## config.mk

```make
export PLATFORM = sky130hd
export DESIGN_NAME = msm_div
export DESIGN_NICKNAME = d
export VERILOG_FILES = /design/src/rtl/msm_pkg.sv /design/src/rtl/msm_div.sv
export SDC_FILE = /design/constraint.sdc
export NUM_CORES = 1
export LEC_CHECK = 0
export ABC_AREA = 1
export BUFFER_PORTS_ARGS = -buffer_cell sky130_fd_sc_hd__buf_2
export CELL_PAD_IN_SITES_DETAIL_PLACEMENT = 1
export CELL_PAD_IN_SITES_GLOBAL_PLACEMENT = 1
export CORE_MARGIN = 4
export CORE_UTILIZATION = 49
export DETAILED_ROUTE_END_ITERATION = 16
export PLACE_DENSITY_LB_ADDON = 0.3
export REMOVE_ABC_BUFFERS = 1
export SETUP_SLACK_MARGIN = 0.1
export SLEW_MARGIN = 40
export SYNTH_ARGS = -nofsm -noshare
export SYNTH_HDL_FRONTEND = slang
export SYNTH_SLANG_ARGS = --single-unit
```

## constraint.sdc

```tcl
create_clock -name clk -period 5.8 [get_ports clk]
set_input_delay 0.58 -clock clk [delete_from_list [all_inputs] [get_ports clk]]
set_output_delay 0.58 -clock clk [all_outputs]
set_load 0.01 [all_outputs]
```

## src/rtl/msm_pkg.sv

```systemverilog
package msm_pkg;

	localparam int VOICES        = 8;
	localparam int VOICE_BITS    = (VOICES > 1) ? $clog2(VOICES) : 1;
	localparam int MEM_ADDR_BITS = 16;
	localparam int MEM_DEPTH     = 1 << MEM_ADDR_BITS;
	localparam int OUTPUT_RATE   = 11025;
	localparam int DIV_BITS      = 32;
	localparam int STEP_W        = 19;
	localparam int STEP_MAX      = (1 << STEP_W) - 1;

	// rounded-up reciprocal of the output rate, exact floor for any 16-bit rate
	localparam int     STEP_SHIFT  = 32;
	localparam longint STEP_MUL    = ((longint'(1) << (16 + STEP_SHIFT)) +
		longint'(OUTPUT_RATE) - longint'(1)) / longint'(OUTPUT_RATE);
	localparam int     STEP_PROD_W = 16 + $clog2(STEP_MUL + 1);

	typedef enum logic [2:0] {
		OP_WRITE  = 3'd0,
		OP_START  = 3'd1,
		OP_STOP   = 3'd2,
		OP_VOLPAN = 3'd3,
		OP_MIX    = 3'd4,
		OP_QUERY  = 3'd5
	} msm_op_t;

	typedef enum logic [2:0] {
		ST_IDLE,
		ST_DIV,
		ST_MIX,
		ST_DRAIN,
		ST_WB,
		ST_DONE
	} msm_state_t;

	typedef struct packed {
		logic [2:0]  opcode;
		logic [2:0]  voice;
		logic [15:0] mem_address;
		logic [7:0]  sample_byte;
		logic [15:0] play_length;
		logic [15:0] source_rate;
		logic [6:0]  volume;
		logic [7:0]  separation;
	} msm_in_t;

	typedef struct packed {
		logic signed [15:0] left_out;
		logic signed [15:0] right_out;
		logic               voice_playing;
		logic               start_accepted;
	} msm_out_t;

	typedef struct packed {
		logic        start;
		logic [15:0] rate;
	} msm_div_ctrl_t;

	typedef struct packed {
		logic busy;
		logic done;
	} msm_div_stat_t;

	// vol * sep / 255, exact for products below 65535
	function automatic logic [6:0] gain_of(logic [6:0] vol, logic [7:0] sep);
		logic [15:0] p;
		logic [15:0] q;
		p = 16'(vol) * 16'(sep);
		q = p + (p >> 8) + 16'd1;
		return q[14:8];
	endfunction

endpackage

```

## src/rtl/msm_div.sv

```systemverilog
module msm_div
	import msm_pkg::*;
(
	input  logic                clk,
	input  logic                arst_n,
	input  msm_div_ctrl_t       ctrl,
	output msm_div_stat_t       stat,
	output logic [DIV_BITS-1:0] quotient
);

	logic [15:0]            rate_q;
	logic [DIV_BITS-1:0]    quo_q;
	logic                   busy_q;
	logic                   done_q;
	logic [STEP_PROD_W-1:0] prod;

	// rate * 2^16 / OUTPUT_RATE by the reciprocal
	assign prod = STEP_PROD_W'(rate_q) * STEP_PROD_W'(STEP_MUL);

	always_ff @(posedge clk or negedge arst_n) begin
		if (!arst_n) begin
			busy_q <= 1'b0;
			done_q <= 1'b0;
		end else begin
			busy_q <= ctrl.start;
			done_q <= busy_q;
		end
	end

	always_ff @(posedge clk) begin
		if (ctrl.start) begin
			rate_q <= ctrl.rate;
		end
		if (busy_q) begin
			quo_q <= DIV_BITS'(prod >> STEP_SHIFT);
		end
	end

	assign stat.busy = busy_q;
	assign stat.done = done_q;
	assign quotient  = quo_q;

endmodule

```

==> results of run 1 <==
-- path summary, 6_finish.rpt --
path / startpoint / to / slack [ps] / depth (start not counted)
setup / recovery: rate_q[5] / quotient[5] / 230 / 17
hold / removal: arst_n / done_q / 50 / 1
setup reg to reg: rate_q[5] / quotient[5] / 230 / 17
hold reg to reg: busy_q / done_q / 680 / 1
max in group asynchronous: arst_n / busy_q / 5660 / 1
min in group clk: ctrl[0] / rate_q[0] / 440 / 1
-- state kept, by name (all words and copies together), names as in the netlist --
name,cells
quotient,19
busy_q,1
rate_q,16
done_q,1
-- per-stage QoR --
stage               utilization (%)  cell area (um2)
finish                         54.9            12900
global route                   54.9            12900
CTS                            53.6            12500
detailed placement             52.7            12300
global placement               52.7            12300
floorplan                         -            11600
-- layout make-up --
class | count | area share (%)
clock buffer | 5 | 0.973
clock inverter | 3 | 0.321
inverter | 510 | 14.9
multi-input combinational | 934 | 68.2
sequential | 37 | 8.56
tap | 319 | 3.10
timing repair buffer | 81 | 3.97
-- metal layers --
layer / global-route usage (%) / vias to the layer above / share of wire [%]
met2: 53.7 / 284 / 50
met4: 14.1 / 0 / 5.6
met5: 0 / - / 0
met3: 4.47 / 103 / 4.7
met1: 37.4 / 4746 / 40
li1: - / 4450 / -
-- cells in the final DEF, fill, tap and decap left out, drive strengths merged --
master,instances
inv,510
nand2,344
fa,192
ha,177
nor2,81
buf,81
edfxtp,35
a21oi,34
nand3,32
nand4,17
conb,13
o21ai,12
nor3,10
o21bai,9
clkbuf,5
xor2,4
xnor2,3
dfrtp,2
and2,2
or2,1
a21o,1
nand3b,1
and3,1
clkinvlp,1
clkinv,1
bufinv,1
-- kinds of logic after synthesis --
group	synth area share (%)
adder cells (fa/ha/maj)	52.1
XOR/XNOR	0.528
AO/OA/AOI/OAI	2.63
flip-flops	9.48
other	0.0323
AND/OR/NAND/NOR	17.7
buffers and inverters	17.4
-- what timing repair did --
item | 4_1_cts | 5_1_grt
endpoints found under the hold margin | 0 | 0
endpoints found under the setup margin | 15 | 19
setup buffers | 2 | 14
pin swaps | 0 | 8
resized for setup | 4 | 56
==> flow_metrics.py, run 1 <==
metrics = {
    "final_layout": {
        "diodes": 0,
        "multi_input_area_mm2": 0.00877,
        "fillers": 2961,
        "area_delta_synth_final_pct": 10.7,
        "final_cells": 1889,
        "ff_latch_area_mm2": 0.00110,
        "drive_above_1_share_pct": 11.1,
        "layout.nets": 1957,
    },
    "clock_network": {
        "htree_levels": 2,
        "cts_hold_buf": 0,
        "clk_pin_slew_ps": 70,
        "clock-sinks": 37,
        "cts-root-buf": "clkbuf_16",
        "cts_tree": "built",
        "cts_buffer_depth": 2,
        "numCtsBuffers": 5,
        "clk_latency_ps": 310,
    },
    "route": {
        "drt_iter0_markers": 590,
        "dr.pass1.iters": 5,
        "wl_um": 39300,
        "vias_per_cell": 5.07,
        "drcViolationCount": 0,
        "wl_per_cell_um": 20.8,
        "final_antenna_net_count": 0,
        "vias": 9583,
    },
    "timing": {
        "drv_slew": 0,
        "period_share_pct": 96.0,
        "fmax_mhz": 180,
        "rsz0062_at_grt": "yes",
        "finClkSkew_ps": 9.21,
        "finalSetupTns_ps": 0,
        "worstMarginPinSlew_ps": 524,
        "layout_setup_ws_ps": 234,
        "max_slew_margin_pct": 65.1,
        "holdWs_ps": 48.7,
        "period_needed_ps": 5570,
        "setup_viol": 0,
        "finalHoldViolations": 0,
    },
    "logic_synthesis": {
        "synth_common_cells": "inv_1, nand2_1, fa_1",
        "synth.area.top_cells": "fa_1, ha_1, inv_1, nand2_1, edfxtp_1",
        "synth_seq_cells": 37,
        "synth_cell_type_count": 31,
        "yosys_warnings": 0,
        "async_flop_share_pct": 5.41,
        "yosysMostFrequentCell": "inv_1",
        "ys_seq_area_share_pct": 9.48,
        "yosysTopAreaCell": "fa_1",
        "syn_inst": 1484,
        "synth_area_mm2": 0.0116,
        "syn_avg_cell_area_um2": 7.83,
        "synth_top_flop_cell": "edfxtp_1",
        "synth_edf_count": 35,
        "yosys.area.top_type_share_pct": 33.1,
    },
    "worst_setup_path": {
        "required_ps": 5870,
        "cp_top_family": "adder cells",
        "cp_slowest_cell": "fa_2",
        "path_buf_inv": 4,
        "crit_type": "register to register",
        "start_kind": "register",
        "crit_path_end_kind": "register",
        "critPathArrivalTime_ps": 5630,
        "path_cells": "fa_2 > buf_4 > fa_1 > fa_2 > fa_1 > inv_1 > fa_1 > fa_1 > inv_1 > ha_4 > nand2_2 > nor2_4 > inv_2 > nor3_1 > nand4_1 > nand4_1 > nand2_1",
        "slowest_delay_ps": 700,
        "critPathMaxFanout": 5,
        "critPathMostFrequentCell": "fa_1",
    },
    "die": {
        "row_count": 56,
        "die_w_um": 162,
        "num_io_pins": 53,
        "die_area_mm2": 0.0262,
        "start_util_pct": 49.6,
        "die-height_um": 162,
        "core-area_mm2": 0.0234,
    },
    "placement": {
        "io_buffers": 39,
        "gp_congestion": 0.960,
        "dp_hpwl_um": 35000,
        "dp_cells": 1865,
        "pre_cts_ws_ps": -139,
    },
    "grt": {
        "grt.overflow.total": 0,
        "grt_pass1_vias": 10800,
        "grt_pass1_wl_um": 60200,
        "antenna_found_initial": 0,
        "grt_max_degree": 22,
        "track_usage_pct": 30.6,
    },
    "run": {
        "drv_cap": 0,
    },
    "hold_path": {
        "min_path_type": "primary input to asynchronous set/reset pin",
    },
    "status": {
        "outcome": "finished, final reports clean",
    },
}
Power of run 1 is left out: the tool's default activity adds up to more than one toggle a clock period on the data nets, which glitch-free logic cannot reach.
==> inputs of run 2 (changes only) <==
--- a/config.mk
+++ b/config.mk
@@ -10,9 +10,9 @@
 export CELL_PAD_IN_SITES_DETAIL_PLACEMENT = 1
 export CELL_PAD_IN_SITES_GLOBAL_PLACEMENT = 1
 export CORE_MARGIN = 4
-export CORE_UTILIZATION = 49
+export CORE_UTILIZATION = 30
 export DETAILED_ROUTE_END_ITERATION = 16
-export PLACE_DENSITY_LB_ADDON = 0.3
+export PLACE_DENSITY = 0.64
 export REMOVE_ABC_BUFFERS = 1
 export SETUP_SLACK_MARGIN = 0.1
 export SLEW_MARGIN = 40
==> run 2 against run 1 <==
Compared with the run above:
- worst setup slack better by 38 ps
- die area is 60% higher
- highest routed layer is now met5
- critical path depth grew 3
==> flow_metrics.py, run 2 (synthesized netlist as in run 1, its figures left out) <==
metrics = {
    "route": {
        "dr.pass1.iters": 4,
        "final_antenna_net_count": 0,
        "wl_um": 39300,
        "wl_met2_um": 19000,
        "drcViolationCount": 0,
        "wl_met1_um": 17800,
        "vias_per_cell": 4.36,
        "wl_per_cell_um": 18.8,
        "maxUsedRoutingLayer": "met5",
        "wl_met3_um": 1460,
        "drt_iter0_markers": 395,
        "vias": 9125,
    },
    "final_layout": {
        "final_common_cell": "inv_1",
        "layout_common_cells": "inv_1, nand2_1, fa_1",
        "drive_above_1_share_pct": 11.4,
        "fillers": 4664,
        "largest_register_ffs": 19,
        "area_delta_synth_final_pct": 12.9,
        "layout.nets": 1967,
        "diodes": 0,
    },
    "die": {
        "num_io_pins": 53,
        "core-area_mm2": 0.0379,
        "die_w_um": 205,
        "die_area_mm2": 0.0419,
        "die-height_um": 205,
        "start_util_pct": 30.6,
        "row_count": 71,
    },
    "timing": {
        "fmax_mhz": 181,
        "period_needed_ps": 5530,
        "worstMarginPinSlew_ps": 580,
        "setup_viol": 0,
        "finClkSkew_ps": 11.6,
        "drv_slew": 0,
        "finalHoldViolations": 0,
        "period_share_pct": 95.3,
        "layout_setup_ws_ps": 272,
        "rsz0062_at_grt": "yes",
        "max_slew_margin_pct": 61.2,
    },
    "worst_setup_path": {
        "critPathArrivalTime_ps": 5630,
        "crit_path_end_kind": "register",
        "cp_slowest_cell": "fa_2",
        "critPathMaxFanout": 3,
        "reg2reg_to": "quotient[18]",
        "start_kind": "register",
        "path_cells": "fa_2 > inv_1 > fa_1 > inv_1 > fa_1 > fa_1 > fa_1 > inv_1 > fa_1 > inv_1 > ha_4 > nand2_2 > nor2_1 > inv_1 > nor2_4 > nand2_1 > nor3_1 > nand2_2 > nand4_1 > nand2_1",
        "reg2reg_slack_ps": 270,
        "r2r_cells": 20,
        "slowest_delay_ps": 630,
        "crit-reg2reg-launch": "rate_q[12]",
        "crit_type": "register to register",
        "required_ps": 5900,
    },
    "clock_network": {
        "numCtsBuffers": 5,
        "htree_levels": 2,
        "clock-sinks": 37,
        "clk_latency_ps": 340,
        "cts-root-buf": "clkbuf_16",
        "cts_buffer_depth": 2,
        "clk_pin_slew_ps": 70,
        "cts_tree": "built",
    },
    "run": {
        "drv_cap": 0,
    },
    "placement": {
        "pre_cts_ws_ps": -58.3,
        "gp_congestion": 0.912,
        "io_buffers": 39,
        "dp_hpwl_um": 36000,
    },
    "hold_path": {
        "worstHoldPathCells": 1,
        "holdPathEnd": "rate_q[15]",
        "min_path_type": "primary input to register",
        "hold_start": "ctrl[15]",
    },
    "status": {
        "outcome": "finished, final reports clean",
    },
    "grt": {
        "grt.overflow.total": 0,
        "grt_pass1_vias": 10400,
        "antenna_found_initial": 2,
        "grt_pass1_wl_um": 61200,
        "track_usage_pct": 19.7,
        "grt_max_degree": 22,
    },
}
[run 2: cell type report]
| cell class | instances | area (um2) | share of cell area [%] |
|---|---|---|---|
| sequential | 37 | 1100 | 8.39 |
| inverter | 510 | 1910 | 14.6 |
| multi-input combinational | 934 | 8730 | 66.6 |
| clock buffer | 5 | 125 | 0.954 |
| timing repair buffer | 91 | 588 | 4.48 |
| clock inverter | 3 | 17.5 | 0.134 |
| tap | 511 | 639 | 4.87 |
[run 2: stage by stage]
| step | hold slack [ps] | util (%) | instances | setup TNS, ps | area, um2 |
|---|---|---|---|---|---|
| after CTS | 405 | 33.9 | 2080 | 0 | 12900 |
| final | 422 | 34.6 | 2091 | 0 | 13100 |
| after detailed placement | 369 | 33.4 | 2068 | -84.5 | 12700 |
| after global routing | 413 | 34.6 | 2091 | 0 | 13100 |
| after floorplan | 284 | - | 1481 | 0 | 11600 |
| after global placement | 368 | 33.4 | 2068 | -166 | 12700 |
[run 2: critical path, delay by kind of cell, from the launching register on]
family / cells / cell delay (ps)
adder cells (fa/ha/maj): 7 / 3530
buffers and inverters: 5 / 370
flip-flops: 1 / 520
AND/OR/NAND/NOR: 8 / 870
[run 2: worst max-delay path by stage]
stage | end | slack [ps] | depth (start not counted) | from
after floorplan | quotient[8] | 680 | 21 | rate_q[4]
after global placement | quotient[1] | -140 | 20 | rate_q[10]
after detailed placement | quotient[1] | -60 | 20 | rate_q[10]
after CTS | quotient[17] | 100 | 22 | rate_q[10]
after global routing | quotient[18] | 90 | 21 | rate_q[5]
final | quotient[18] | 270 | 20 | rate_q[12]
[run 2: timing repair]
action | in CTS | in global routing
resized for setup | 7 | 45
hold endpoints to repair | 2 | 0
setup endpoints to repair | 11 | 19
hold buffers | 1 | 0
pin swaps | 1 | 8
setup buffers | 3 | 11
[run 2: per-layer routing]
metal / vias up / track usage [%]
li1: 4464 / -
met1: 4492 / 25.9
met2: 130 / 33.7
met3: 37 / 3.17
met4: 2 / 5.43
met5: - / 0
Power of run 2 is left out for the same reason.
==> inputs of run 3 (changes only) <==
--- a/config.mk
+++ b/config.mk
@@ -12,6 +12,7 @@
 export CORE_MARGIN = 4
 export CORE_UTILIZATION = 30
 export DETAILED_ROUTE_END_ITERATION = 16
+export GPL_TIMING_DRIVEN = 0
 export PLACE_DENSITY = 0.64
 export REMOVE_ABC_BUFFERS = 1
 export SETUP_SLACK_MARGIN = 0.1
==> run 3 against run 2 <==
Compared with the run above:
- wire length down 3.8%
- utilization rose by 0.61 points
- clock-buffer cell count rose by 1
- fmax fell by 0.33%
- non-clock buffer count decreased by 1
==> flow_metrics.py, run 3 (synthesized netlist as in run 1, its figures left out) <==
metrics = {
    "timing": {
        "setup_viol": 0,
        "finalHoldViolations": 0,
        "fmax_mhz": 180,
        "worstMarginPinSlew_ps": 529,
        "rsz0062_at_grt": "yes",
        "period_share_pct": 95.6,
        "max_slew_margin_pct": 64.7,
        "period_needed_ps": 5550,
        "finClkSkew_ps": 11.5,
        "drv_slew": 0,
    },
    "final_layout": {
        "fillers": 4598,
        "layout_common_cells": "inv_1, nand2_1, fa_1",
        "largest_register_ffs": 19,
        "area_delta_synth_final_pct": 14.9,
        "final_cells": 2090,
        "drive_above_1_share_pct": 13.8,
        "final_common_cell": "inv_1",
        "layout.nets": 1966,
        "diodes": 0,
    },
    "worst_setup_path": {
        "start_kind": "register",
        "crit-reg2reg-launch": "rate_q[5]",
        "r2r_cells": 19,
        "critPathMaxFanout": 5,
        "reg2reg_to": "quotient[13]",
        "crit_type": "register to register",
        "crit_path_end_kind": "register",
        "required_ps": 5870,
        "critPathArrivalTime_ps": 5620,
        "reg2reg_slack_ps": 250,
    },
    "route": {
        "drcViolationCount": 0,
        "final_antenna_net_count": 0,
        "vias": 9209,
        "dr.pass1.iters": 4,
        "vias_per_cell": 4.41,
        "drt_iter0_markers": 354,
        "wl_um": 37800,
        "wl_per_cell_um": 18.1,
    },
    "placement": {
        "dp_cells": 2033,
        "io_buffers": 39,
        "gp_congestion": 0.955,
        "dp_hpwl_um": 33600,
    },
    "die": {
        "core-area_mm2": 0.0379,
        "die-height_um": 205,
        "die_area_mm2": 0.0419,
        "row_count": 71,
        "die_w_um": 205,
        "start_util_pct": 30.6,
        "num_io_pins": 53,
    },
    "clock_network": {
        "cts_tree": "built",
        "clk_pin_slew_ps": 70,
        "clk_latency_ps": 320,
        "cts-root-buf": "clkbuf_16",
        "numCtsBuffers": 5,
        "htree_levels": 2,
        "clock-sinks": 37,
        "cts_buffer_depth": 2,
    },
    "run": {
        "drv_cap": 0,
    },
    "grt": {
        "grt.overflow.total": 0,
        "grt_pass1_wl_um": 59500,
        "grt_pass1_vias": 10500,
        "track_usage_pct": 18.9,
        "grt_max_degree": 22,
        "antenna_found_initial": 1,
    },
    "hold_path": {
        "min_path_type": "primary input to asynchronous set/reset pin",
    },
    "status": {
        "outcome": "finished, final reports clean",
    },
}
run 3: routing by layer:
| layer | GRT usage, % | share of wire, % | vias to the layer above | wire length, um |
|---|---|---|---|---|
| met5 | 0 | 0 | - | 0 |
| li1 | - | - | 4458 | - |
| met2 | 33.1 | 49 | 114 | 18500 |
| met1 | 25.3 | 46 | 4603 | 17500 |
| met3 | 1.82 | 2.6 | 34 | 1000 |
| met4 | 4.14 | 2.1 | 0 | 781 |
run 3: area by class of cell:
cell class              instances  area, um2  area share (%)
repair buffers                 90        586            4.39
flip-flops and latches         37       1100            8.26
well taps                     511        639            4.79
multi-input cells             934       8940            67.0
clock inverters                 2       38.8           0.291
clock buffers                   6        129           0.966
inverters                     510       1910            14.3
run 3: worst max path at each step:
stage	start	slack [ps]	to	cells after the start
floorplan	rate_q[4]	680	quotient[8]	21
global placement	rate_q[4]	-260	quotient[14]	20
detailed placement	rate_q[4]	-300	quotient[14]	20
CTS	rate_q[14]	100	quotient[8]	22
global route	rate_q[14]	40	quotient[13]	20
finish	rate_q[5]	250	quotient[13]	19
run 3: worst max-delay path: stages (launching register included):
cell and delay [ps]:
edfxtp_1 500, fa_2 660, buf_4 140, fa_1 440, fa_1 560, fa_1 550
inv_1 50, fa_1 450, fa_1 530, inv_1 80, ha_4 310, nand2_2 100
nor2_4 130, inv_2 70, nor2_1 150, nand2_1 100, nor2_1 160, o21ai_2 130
nand4_1 110, nand2_1 70
run 3: what timing repair did:
| action | CTS | global route |
|---|---|---|
| buffers inserted | 33 | 16 |
| endpoints found under the setup margin | 19 | 19 |
| pin swaps | 3 | 12 |
| gates resized for setup | 19 | 80 |
| hold buffers | 0 | 0 |
run 3: metrics by stage:
stage                     cell area (um2)  utilization (%)  hold slack (ps)  setup TNS (ps)  setup WS [ps]
final                               13300             35.2             27.4               0            254
after global placement              12400             32.7              365           -2550           -258
after detailed placement            12400             32.7              368           -2870           -296
after CTS                           12900             34.0             2.64               0           97.9
after global routing                13300             35.2             14.7               0           36.9
after floorplan                     11600                -              284               0            682
Power of run 3 is left out for the same reason.
